## src/rtl/epg_pkg.sv

```systemverilog
`default_nettype none

package epg_pkg;

    localparam int RADIUS_BITS_DFLT = 10;
    localparam int COORD_BITS_DFLT  = 12;

    // decision register and the exact start-value accumulator
    localparam int DEC_BITS = 48;
    localparam int ACC_BITS = 64;

    localparam logic CMD_START = 1'b0;
    localparam logic CMD_STEP  = 1'b1;

    typedef enum logic [1:0] {
        ACC_HOLD = 2'd0,
        ACC_LOAD = 2'd1,
        ACC_ADD  = 2'd2,
        ACC_BASE = 2'd3
    } acc_op_t;

    // control word for the shared multiply-accumulate unit
    typedef struct packed {
        acc_op_t op;
        logic    neg;
        logic    quad;
    } mac_ctrl_t;

endpackage

`default_nettype wire

```

## src/rtl/epg_mac.sv

```systemverilog
`default_nettype none

module epg_mac #(
    parameter int MUL_A_BITS = 2 * epg_pkg::RADIUS_BITS_DFLT,
    parameter int MUL_B_BITS = 2 * epg_pkg::RADIUS_BITS_DFLT + 4
) (
    input  wire logic                                 clk,
    input  wire epg_pkg::mac_ctrl_t                   ctrl,
    input  wire logic [MUL_A_BITS-1:0]                mul_a,
    input  wire logic [MUL_B_BITS-1:0]                mul_b,
    input  wire logic [epg_pkg::ACC_BITS-1:0]         base,
    output logic      [MUL_A_BITS+MUL_B_BITS-1:0]     prod,
    output logic      [epg_pkg::ACC_BITS-1:0]         acc,
    output logic      [epg_pkg::ACC_BITS-1:0]         sum
);
    import epg_pkg::*;

    localparam int PROD_BITS = MUL_A_BITS + MUL_B_BITS;

    logic [PROD_BITS-1:0] prod_reg;
    logic [ACC_BITS-1:0]  acc_reg;
    logic [ACC_BITS-1:0]  addend_mag;
    logic [ACC_BITS-1:0]  addend;

    // product is registered and taken in the cycle after issue; arithmetic is modulo 2^ACC_BITS
    always_comb
    begin
        addend_mag = ACC_BITS'(prod_reg);
        if (ctrl.quad)
        begin
            addend_mag = addend_mag << 2;
        end
        addend = ctrl.neg ? (~addend_mag + ACC_BITS'(1)) : addend_mag;
        case (ctrl.op)
            ACC_LOAD: sum = addend;
            ACC_ADD:  sum = acc_reg + addend;
            ACC_BASE: sum = base + addend;
            default:  sum = acc_reg;
        endcase
    end

    always_ff @(posedge clk)
    begin
        prod_reg <= mul_a * mul_b;
        acc_reg  <= sum;
    end

    assign prod = prod_reg;
    assign acc  = acc_reg;

endmodule

`default_nettype wire

```

## src/rtl/ellipse_point_generator.sv

```systemverilog
// Midpoint ellipse rasterizer, one quartet of symmetric points per step item.
// Input channel (in_valid/in_stall): command 0 loads radii and center and
// produces nothing; command 1 produces the next quartet, or nothing once the
// ellipse is finished. Output channel (out_valid/out_stall) carries the four
// points and last_quartet, set on the final quartet at y = 0.
// One item is worked at a time by a sequencer around a single registered
// multiplier and a 64-bit accumulator; in_stall is high while it runs.
// A start runs S_SQX to S_QUART; a region-1 step runs S_R1_TX to S_R1_UPD2;
// a region-2 step runs S_R2_EMIT to S_R2_UPD2. The step crossing into region
// 2 runs S_R1_TX to S_R1_CMP, S_R2S_1 to S_R2S_5 (five products for its start
// value), S_QUART and the region-2 states. The quartet is registered as an
// emit state is left. A step with no ellipse in progress is taken in S_IDLE.
// The result sits in an output register; a new item is taken while it waits.
// If the receiver stalls, the next quartet is held back until the register
// frees up, and the sequencer waits in its emit cycle.
// Reset clears the sequencer, the region and out_valid; a step before any
// start produces nothing.
`default_nettype none

module ellipse_point_generator #(
    parameter int RADIUS_BITS = epg_pkg::RADIUS_BITS_DFLT,
    parameter int COORD_BITS  = epg_pkg::COORD_BITS_DFLT
) (
    input  wire logic                         clk,
    input  wire logic                         rst_n,
    input  wire logic                         in_valid,
    output logic                              in_stall,
    input  wire logic                         command,
    input  wire logic [RADIUS_BITS-1:0]       radius_x,
    input  wire logic [RADIUS_BITS-1:0]       radius_y,
    input  wire logic [RADIUS_BITS-1:0]       center_x,
    input  wire logic [RADIUS_BITS-1:0]       center_y,
    output logic                              out_valid,
    input  wire logic                         out_stall,
    output logic signed [COORD_BITS-1:0]      pt0_x,
    output logic signed [COORD_BITS-1:0]      pt0_y,
    output logic signed [COORD_BITS-1:0]      pt1_x,
    output logic signed [COORD_BITS-1:0]      pt1_y,
    output logic signed [COORD_BITS-1:0]      pt2_x,
    output logic signed [COORD_BITS-1:0]      pt2_y,
    output logic signed [COORD_BITS-1:0]      pt3_x,
    output logic signed [COORD_BITS-1:0]      pt3_y,
    output logic                              last_quartet
);
    import epg_pkg::*;

    localparam int X_BITS    = RADIUS_BITS + 1;
    localparam int Y_BITS    = RADIUS_BITS + 2;
    localparam int SQ_BITS   = 2 * RADIUS_BITS;
    localparam int MA_BITS   = 2 * RADIUS_BITS;
    localparam int MB_BITS   = 2 * RADIUS_BITS + 4;
    localparam int PROD_BITS = MA_BITS + MB_BITS;

    typedef enum logic [19:0] {
        S_IDLE    = 20'h00001,
        S_SQX     = 20'h00002,
        S_SQY     = 20'h00004,
        S_CROSS   = 20'h00008,
        S_FIN     = 20'h00010,
        S_QUART   = 20'h00020,
        S_R1_TX   = 20'h00040,
        S_R1_TY   = 20'h00080,
        S_R1_CMP  = 20'h00100,
        S_R1_EMIT = 20'h00200,
        S_R1_UPD1 = 20'h00400,
        S_R1_UPD2 = 20'h00800,
        S_R2S_1   = 20'h01000,
        S_R2S_2   = 20'h02000,
        S_R2S_3   = 20'h04000,
        S_R2S_4   = 20'h08000,
        S_R2S_5   = 20'h10000,
        S_R2_EMIT = 20'h20000,
        S_R2_UPD1 = 20'h40000,
        S_R2_UPD2 = 20'h80000
    } seq_state_t;

    typedef enum logic [2:0] {
        P_IDLE = 3'b001,
        P_R1   = 3'b010,
        P_R2   = 3'b100
    } phase_t;

    seq_state_t state_reg, state_next;
    phase_t     phase_reg, phase_next;
    logic       out_valid_reg, out_valid_next;

    logic [X_BITS-1:0]          walk_x_reg, walk_x_next;
    logic signed [Y_BITS-1:0]   walk_y_reg, walk_y_next;
    logic [DEC_BITS-1:0]        dec_reg, dec_next;
    logic [SQ_BITS-1:0]         rx_sq_reg, rx_sq_next;
    logic [SQ_BITS-1:0]         ry_sq_reg, ry_sq_next;
    logic [RADIUS_BITS-1:0]     rx_reg, rx_next;
    logic [RADIUS_BITS-1:0]     cx_reg, cx_next;
    logic [RADIUS_BITS-1:0]     cy_reg, cy_next;

    logic [COORD_BITS-1:0]      xp_reg, xm_reg, yp_reg, ym_reg;
    logic                       last_reg;
    logic [COORD_BITS-1:0]      xp, xm, yp, ym, y_c;

    mac_ctrl_t                  ctrl;
    logic [MA_BITS-1:0]         mul_a;
    logic [MB_BITS-1:0]         mul_b;
    logic [ACC_BITS-1:0]        dec_ext;
    logic [PROD_BITS-1:0]       mac_prod;
    logic [ACC_BITS-1:0]        mac_acc, mac_sum;
    logic [ACC_BITS-1:0]        acc_round;

    logic                       slot_free, emit, emit_last, in_region1;
    logic                       y_pos, y_zero, y_ge2, dec_neg;
    logic [X_BITS+1:0]          x2p3, x2p2;
    logic [X_BITS:0]            a_odd;
    logic [Y_BITS:0]            y2, y2m2, y_odd_abs;
    logic [Y_BITS-1:0]          b_abs;

    // walk-derived operands
    assign y_zero  = (walk_y_reg == '0);
    assign y_pos   = !walk_y_reg[Y_BITS-1] && !y_zero;
    assign y_ge2   = !walk_y_reg[Y_BITS-1] && (|walk_y_reg[Y_BITS-2:1]);
    assign dec_neg = dec_reg[DEC_BITS-1];
    assign x2p3    = {1'b0, walk_x_reg, 1'b0} + (X_BITS+2)'(3);
    assign x2p2    = {1'b0, walk_x_reg, 1'b0} + (X_BITS+2)'(2);
    assign a_odd   = {walk_x_reg, 1'b1};
    assign y2      = {walk_y_reg, 1'b0};
    assign y2m2    = y2 - (Y_BITS+1)'(2);
    assign y_odd_abs = y_ge2 ? (y2 - (Y_BITS+1)'(3)) : ((Y_BITS+1)'(3) - y2);
    // |y - 1|, y is never negative when this is used
    assign b_abs   = y_zero ? Y_BITS'(1) : ($unsigned(walk_y_reg) - Y_BITS'(1));

    assign dec_ext = {{(ACC_BITS-DEC_BITS){dec_reg[DEC_BITS-1]}}, dec_reg};
    assign in_region1 = y_pos && (ACC_BITS'(mac_prod) > mac_acc);
    // divide by four, truncating toward zero
    assign acc_round = mac_acc + (mac_acc[ACC_BITS-1] ? ACC_BITS'(3) : '0);

    assign y_c = COORD_BITS'(walk_y_reg);
    assign xp  = COORD_BITS'(cx_reg) + COORD_BITS'(walk_x_reg);
    assign xm  = COORD_BITS'(cx_reg) - COORD_BITS'(walk_x_reg);
    assign yp  = COORD_BITS'(cy_reg) + y_c;
    assign ym  = COORD_BITS'(cy_reg) - y_c;

    assign slot_free = !out_valid_reg || !out_stall;

    epg_mac #(
        .MUL_A_BITS (MA_BITS),
        .MUL_B_BITS (MB_BITS)
    ) u_mac (
        .clk   (clk),
        .ctrl  (ctrl),
        .mul_a (mul_a),
        .mul_b (mul_b),
        .base  (dec_ext),
        .prod  (mac_prod),
        .acc   (mac_acc),
        .sum   (mac_sum)
    );

    always_comb
    begin
        state_next  = state_reg;
        phase_next  = phase_reg;
        walk_x_next = walk_x_reg;
        walk_y_next = walk_y_reg;
        dec_next    = dec_reg;
        rx_sq_next  = rx_sq_reg;
        ry_sq_next  = ry_sq_reg;
        rx_next     = rx_reg;
        cx_next     = cx_reg;
        cy_next     = cy_reg;
        ctrl        = '{op: ACC_HOLD, neg: 1'b0, quad: 1'b0};
        mul_a       = '0;
        mul_b       = '0;
        emit        = 1'b0;
        emit_last   = 1'b0;

        case (state_reg)
            S_IDLE:
            begin
                if (in_valid)
                begin
                    if (command == CMD_START)
                    begin
                        rx_next     = radius_x;
                        walk_y_next = Y_BITS'(radius_y);
                        walk_x_next = '0;
                        cx_next     = center_x;
                        cy_next     = center_y;
                        phase_next  = P_R1;
                        state_next  = S_SQX;
                    end
                    else
                    begin
                        case (phase_reg)
                            P_R1:    state_next = S_R1_TX;
                            P_R2:    state_next = S_R2_EMIT;
                            default: state_next = S_IDLE;
                        endcase
                    end
                end
            end

            S_SQX:
            begin
                mul_a      = MA_BITS'(rx_reg);
                mul_b      = MB_BITS'(rx_reg);
                state_next = S_SQY;
            end

            S_SQY:
            begin
                rx_sq_next = mac_prod[SQ_BITS-1:0];
                ctrl.op    = ACC_LOAD;
                mul_a      = MA_BITS'(walk_y_reg[RADIUS_BITS-1:0]);
                mul_b      = MB_BITS'(walk_y_reg[RADIUS_BITS-1:0]);
                state_next = S_CROSS;
            end

            S_CROSS:
            begin
                ry_sq_next = mac_prod[SQ_BITS-1:0];
                ctrl.op    = ACC_ADD;
                ctrl.quad  = 1'b1;
                mul_a      = rx_sq_reg;
                mul_b      = MB_BITS'(walk_y_reg[RADIUS_BITS-1:0]);
                state_next = S_FIN;
            end

            S_FIN:
            begin
                ctrl.op    = ACC_ADD;
                ctrl.neg   = 1'b1;
                ctrl.quad  = 1'b1;
                state_next = S_QUART;
            end

            S_QUART:
            begin
                dec_next   = acc_round[DEC_BITS+1:2];
                state_next = (phase_reg == P_R2) ? S_R2_EMIT : S_IDLE;
            end

            S_R1_TX:
            begin
                mul_a      = ry_sq_reg;
                mul_b      = MB_BITS'(walk_x_reg);
                state_next = S_R1_TY;
            end

            S_R1_TY:
            begin
                ctrl.op    = ACC_LOAD;
                mul_a      = rx_sq_reg;
                mul_b      = MB_BITS'($unsigned(walk_y_reg));
                state_next = S_R1_CMP;
            end

            S_R1_CMP:
            begin
                // (2x+1)^2 is only needed when leaving region 1
                mul_a = MA_BITS'(a_odd);
                mul_b = MB_BITS'(a_odd);
                if (in_region1)
                begin
                    state_next = S_R1_EMIT;
                end
                else
                begin
                    phase_next = P_R2;
                    state_next = S_R2S_1;
                end
            end

            S_R1_EMIT:
            begin
                mul_a = ry_sq_reg;
                mul_b = MB_BITS'(x2p3);
                if (slot_free)
                begin
                    emit       = 1'b1;
                    state_next = S_R1_UPD1;
                end
            end

            S_R1_UPD1:
            begin
                ctrl.op    = ACC_BASE;
                mul_a      = rx_sq_reg;
                mul_b      = MB_BITS'(y2m2);
                state_next = S_R1_UPD2;
            end

            S_R1_UPD2:
            begin
                if (!dec_neg)
                begin
                    ctrl.op     = ACC_ADD;
                    ctrl.neg    = 1'b1;
                    walk_y_next = walk_y_reg - Y_BITS'(1);
                end
                dec_next    = mac_sum[DEC_BITS-1:0];
                walk_x_next = walk_x_reg + X_BITS'(1);
                state_next  = S_IDLE;
            end

            S_R2S_1:
            begin
                mul_a      = ry_sq_reg;
                mul_b      = mac_prod[MB_BITS-1:0];
                state_next = S_R2S_2;
            end

            S_R2S_2:
            begin
                ctrl.op    = ACC_LOAD;
                mul_a      = MA_BITS'(b_abs);
                mul_b      = MB_BITS'(b_abs);
                state_next = S_R2S_3;
            end

            S_R2S_3:
            begin
                mul_a      = rx_sq_reg;
                mul_b      = mac_prod[MB_BITS-1:0];
                state_next = S_R2S_4;
            end

            S_R2S_4:
            begin
                ctrl.op    = ACC_ADD;
                ctrl.quad  = 1'b1;
                mul_a      = rx_sq_reg;
                mul_b      = MB_BITS'(ry_sq_reg);
                state_next = S_R2S_5;
            end

            S_R2S_5:
            begin
                ctrl.op    = ACC_ADD;
                ctrl.neg   = 1'b1;
                ctrl.quad  = 1'b1;
                state_next = S_QUART;
            end

            S_R2_EMIT:
            begin
                mul_a = rx_sq_reg;
                mul_b = MB_BITS'(y_odd_abs);
                if (slot_free)
                begin
                    emit       = 1'b1;
                    emit_last  = y_zero;
                    state_next = S_R2_UPD1;
                end
            end

            S_R2_UPD1:
            begin
                // 3 - 2y goes negative once y reaches 2
                ctrl.op    = ACC_BASE;
                ctrl.neg   = y_ge2;
                mul_a      = ry_sq_reg;
                mul_b      = MB_BITS'(x2p2);
                state_next = S_R2_UPD2;
            end

            S_R2_UPD2:
            begin
                if (dec_neg)
                begin
                    ctrl.op     = ACC_ADD;
                    walk_x_next = walk_x_reg + X_BITS'(1);
                end
                dec_next    = mac_sum[DEC_BITS-1:0];
                walk_y_next = walk_y_reg - Y_BITS'(1);
                if (y_zero)
                begin
                    phase_next = P_IDLE;
                end
                state_next = S_IDLE;
            end

            default:
            begin
                state_next = S_IDLE;
            end
        endcase
    end

    always_comb
    begin
        if (emit)
        begin
            out_valid_next = 1'b1;
        end
        else if (!out_stall)
        begin
            out_valid_next = 1'b0;
        end
        else
        begin
            out_valid_next = out_valid_reg;
        end
    end

    always_ff @(posedge clk or negedge rst_n)
    begin
        if (!rst_n)
        begin
            state_reg     <= S_IDLE;
            phase_reg     <= P_IDLE;
            out_valid_reg <= 1'b0;
        end
        else
        begin
            state_reg     <= state_next;
            phase_reg     <= phase_next;
            out_valid_reg <= out_valid_next;
        end
    end

    always_ff @(posedge clk)
    begin
        walk_x_reg <= walk_x_next;
        walk_y_reg <= walk_y_next;
        dec_reg    <= dec_next;
        rx_sq_reg  <= rx_sq_next;
        ry_sq_reg  <= ry_sq_next;
        rx_reg     <= rx_next;
        cx_reg     <= cx_next;
        cy_reg     <= cy_next;
        if (emit)
        begin
            xp_reg   <= xp;
            xm_reg   <= xm;
            yp_reg   <= yp;
            ym_reg   <= ym;
            last_reg <= emit_last;
        end
    end

    assign in_stall     = (state_reg != S_IDLE);
    assign out_valid    = out_valid_reg;
    assign pt0_x        = xp_reg;
    assign pt0_y        = yp_reg;
    assign pt1_x        = xp_reg;
    assign pt1_y        = ym_reg;
    assign pt2_x        = xm_reg;
    assign pt2_y        = ym_reg;
    assign pt3_x        = xm_reg;
    assign pt3_y        = yp_reg;
    assign last_quartet = last_reg;

endmodule

`default_nettype wire

```

## config.mk

```make
export PLATFORM = sky130hd
export DESIGN_NAME = ellipse_point_generator
export DESIGN_NICKNAME = d
export VERILOG_FILES = /design/src/rtl/epg_pkg.sv /design/src/rtl/epg_mac.sv /design/src/rtl/ellipse_point_generator.sv
export SDC_FILE = /design/constraint.sdc
export NUM_CORES = 2
export LEC_CHECK = 0
export ABC_AREA = 1
export BUFFER_PORTS_ARGS = -buffer_cell sky130_fd_sc_hd__buf_2
export CORE_MARGIN = 4
export CORE_UTILIZATION = 28
export CTS_CLUSTER_SIZE = 28
export DETAILED_ROUTE_END_ITERATION = 10
export SYNTH_ARGS = -nofsm -noshare
export SYNTH_HDL_FRONTEND = slang
export SYNTH_SLANG_ARGS = --single-unit
```

## constraint.sdc

```tcl
create_clock -name clk -period 24.1 [get_ports clk]
set_input_delay 2.41 -clock clk [delete_from_list [all_inputs] [get_ports clk]]
set_output_delay 2.41 -clock clk [all_outputs]
set_load 0.03 [all_outputs]
```

==> load_flow_metrics.sql <==
INSERT INTO impl_metrics (metric_group, metric, value, unit) VALUES
('status', 'run_status', 'finished, final reports clean', ''),
('floorplanning', 'floorplan.initialDensity', '0.282', ''),
('timing', 'period_share', '0.421', ''),
('floorplanning', 'fp.dieArea', '150000', 'µm²'),
('global_routing', 'grt_pass1_vias', '36400', ''),
('placement', 'preCtsSetupSlack', '14.02', 'ns'),
('placement', 'port_buffers', '143', ''),
('layout', 'final_util', '0.308', ''),
('timing', 'rsz0062_at_grt', 'false', ''),
('detailed_routing', 'post_drt_wl_per_cell', '18.9', 'µm'),
('clocking', 'clk_pin_slew', '0.06', 'ns'),
('placement', 'place.detailed.instances', '7231', ''),
('layout', 'area_delta_synth_final', '9.43', '%'),
('power', 'total_leakage_power', '22.8', 'nW'),
('clocking', 'tritoncts', 'done', ''),
('global_routing', 'track_usage', '0.181', ''),
('timing', 'slew_viol_final', '0', ''),
('clocking', 'postCtsSetupBuffers', '0', ''),
('layout', 'largest_register_ffs', '64', ''),
('power', 'peakVddDrop', '0.0672', 'mV'),
('timing', 'tightestPinTransition', '1.23', 'ns'),
('clocking', 'clkSinkCount', '320', ''),
('clocking', 'htreeDepth', '2', ''),
('critical_path', 'critPathCaptureType', 'flop', ''),
('power', 'power.share.combinational', '0.459', ''),
('power', 'power.share.sequential', '0.294', ''),
('detailed_routing', 'via_per_inst', '4.90', ''),
('power', 'power.switching_fraction', '0.452', ''),
('timing', 'timing.setup.tns', '0', 'ns'),
('yosys', 'postSynthCellCount', '5325', ''),
('yosys', 'synth_enable_flop_cells', '204', ''),
('clocking', 'cts_root_buf', 'sky130_fd_sc_hd__clkbuf_16', ''),
('floorplanning', 'coreArea', '143000', 'µm²'),
('clocking', 'clock_insertion_delay_at_the_later_pin_of_the_skew_report', '0.58', 'ns'),
('floorplanning', 'floorplan.rows', '139', ''),
('critical_path', 'critPathMaxFanout', '22', ''),
('global_routing', 'overflow', '0', ''),
('yosys', 'synth-main-ff-cell', 'sky130_fd_sc_hd__edfxtp_1', ''),
('power', 'p_int', '1.38', 'mW'),
('detailed_routing', 'length_of_the_first_detailed_routing_pass_in_iterations', '6', ''),
('yosys', 'synthDominantCellAreaShare', '0.197', ''),
('layout', 'final_design_area_no_fill', '44200', 'µm²'),
('layout', 'proportion_of_layout_cells_with_a_drive_suffix_above_1', '0.0780', ''),
('power', 'power_density', '57.1', 'nW/µm²'),
('yosys', 'postSynth.asyncResetShare', '0.0750', ''),
('yosys', 'synth_area', '40400', 'µm²'),
('layout', 'num-nets-final', '6118', ''),
('clocking', 'cts_inserted_buffers', '38', ''),
('global_routing', 'maximum_number_of_pins_on_one_net_before_global_route_repair', '102', ''),
('layout', 'finalNonFillerCells', '7301', ''),
('detailed_routing', 'starting_drt_drc_count', '3022', ''),
('timing', 'report.final.setup_viol', '0', ''),
('yosys', 'syn_nets', '6075', ''),
('yosys', 'syn_avg_cell_area', '7.59', 'µm²'),
('yosys', 'post_synth_main_area_contributors', 'sky130_fd_sc_hd__fa_1, sky130_fd_sc_hd__edfxtp_1, sky130_fd_sc_hd__nand2_1', ''),
('timing', 'max_freq', '98.6', 'MHz'),
('clocking', 'cts.hold.buffers_added', '0', ''),
('timing', 'timing.final.ws_setup', '13.96', 'ns'),
('detailed_routing', 'num_vias', '35800', ''),
('placement', 'routability_congestion', '0.958', ''),
('timing', 'post-route-min-period', '10.14', 'ns'),
('yosys', 'yosys_register_bits', '320', ''),
('yosys', 'yosysWarningCount', '0', ''),
('floorplanning', 'die_x', '388', 'µm'),
('floorplanning', 'die-height', '388', 'µm'),
('yosys', 'seq_area_frac_synth', '0.212', ''),
('yosys', 'yosysUniqueCellTypes', '73', ''),
('yosys', 'yosys.area.top_type', 'sky130_fd_sc_hd__fa_1', ''),
('timing', 'timing.max_slew.rel_slack', '0.176', ''),
('clocking', 'cts-resized-gates', '0', ''),
('critical_path', 'critPathKind', 'reg2reg', '');
==> cell families (layout without fill, tap and decap cells) <==
group / count (synthesis) / after routing / synth area share
simple gates: 2079 / 2079 / 0.217
buf+inv: 1284 / 1356 / 0.128
compound gates: 757 / 757 / 0.111
fa+ha+maj: 705 / 705 / 0.292
flops: 320 / 320 / 0.212
xor+xnor: 180 / 180 / 0.0398
other cells: 0 / 1 / 0
==> layout by cell type (no fill, tap or decap), types with 37 or more instances in the layout <==
cell type                   count
sky130_fd_sc_hd__a21oi_1      234
sky130_fd_sc_hd__a31oi_1       42
sky130_fd_sc_hd__buf_2        143
sky130_fd_sc_hd__buf_4         48
sky130_fd_sc_hd__clkbuf_16     46
sky130_fd_sc_hd__dfxtp_1       92
sky130_fd_sc_hd__edfxtp_1     204
sky130_fd_sc_hd__fa_1         397
sky130_fd_sc_hd__ha_1         308
sky130_fd_sc_hd__inv_1       1061
sky130_fd_sc_hd__nand2_1     1264
sky130_fd_sc_hd__nand2_2       44
sky130_fd_sc_hd__nand3_1      136
sky130_fd_sc_hd__nand4_1       37
sky130_fd_sc_hd__nor2_1       427
sky130_fd_sc_hd__nor3_1        56
sky130_fd_sc_hd__o21ai_0      226
sky130_fd_sc_hd__o21ai_1       37
sky130_fd_sc_hd__xnor2_1       42
sky130_fd_sc_hd__xor2_1       134
==> layer usage <==
metal / up-vias / track usage / share of wire
met1: 17400 / 0.231 / 0.42
li1: 16700 / - / -
met4: 0 / 0.0728 / 0.045
met5: - / 0 / 0
met2: 1340 / 0.307 / 0.47
met3: 297 / 0.0246 / 0.067
==> final timing paths <==
path,from,to,slack [ns],cells past startpoint
setup reg to reg,walk_y_reg[1]$_DFFE_PP_,u_mac.prod[39]$_DFF_P_,13.96,34
hold / removal,u_mac.prod[8]$_DFF_P_,ry_sq_reg[8]$_DFFE_PP_,0.50,0
max in group asynchronous,rst_n,state_reg[13]$_DFFE_PN0P_,21.86,1
min in group asynchronous,rst_n,state_reg[1]$_DFFE_PN0P_,1.84,1
setup / recovery,walk_y_reg[1]$_DFFE_PP_,u_mac.prod[39]$_DFF_P_,13.96,34
hold reg to reg,u_mac.prod[8]$_DFF_P_,ry_sq_reg[8]$_DFFE_PP_,0.50,0
==> synth_stat cells (all sizes together), types with 30 or more instances <==
library cell,n
nand2,1318
xor2,138
nor2,461
o21ai,276
a31oi,43
ha,308
clkbuf,64
edfxtp,204
inv,1085
nor4,30
nor3,59
a21oi,234
dfxtp,92
nand3,140
fa,397
nand4,40
buf,124
o22ai,37
xnor2,42
==> worst max-delay path: cells and delay by family (launching register included) <==
family          cells  cell delay, ns
simple gates        6            1.26
compound gates      9            2.31
fa+ha+maj           9            4.14
flops               1            0.54
xor+xnor            1            0.15
buf+inv             9            1.60
==> stage by stage <==
| stage | hold slack (ns) | power [mW] |
|---|---|---|
| 2_1_floorplan | 0.454 | 1.51 |
| 3_3_place_gp | 0.479 | 1.88 |
| 3_5_place_dp | 0.484 | 1.89 |
| 4_1_cts | 0.490 | 2.52 |
| 5_1_grt | 0.523 | 2.67 |
| 6_report | 0.498 | 2.53 |
==> power by group through the flow <==
stage | clock network [mW] | registers [mW] | logic [mW]
final | 0.624 | 0.743 | 1.16
after global routing | 0.659 | 0.750 | 1.26
after CTS | 0.637 | 0.742 | 1.14
after detailed placement | 0 | 0.752 | 1.13
after global placement | 0 | 0.751 | 1.13
after floorplan | 0 | 0.736 | 0.779
==> cell type report <==
class	count	area [µm²]
Timing Repair Buffer	191	1080
Clock buffer	61	1240
Fill cell	15400	99300
Inverter	1096	4110
Clock inverter	8	98.8
Antenna cell	1	2.50
Tap cell	1903	2380
Sequential cell	320	8570
Multi-Input combinational cell	3721	26700
(Power assumes the default switching activity.)
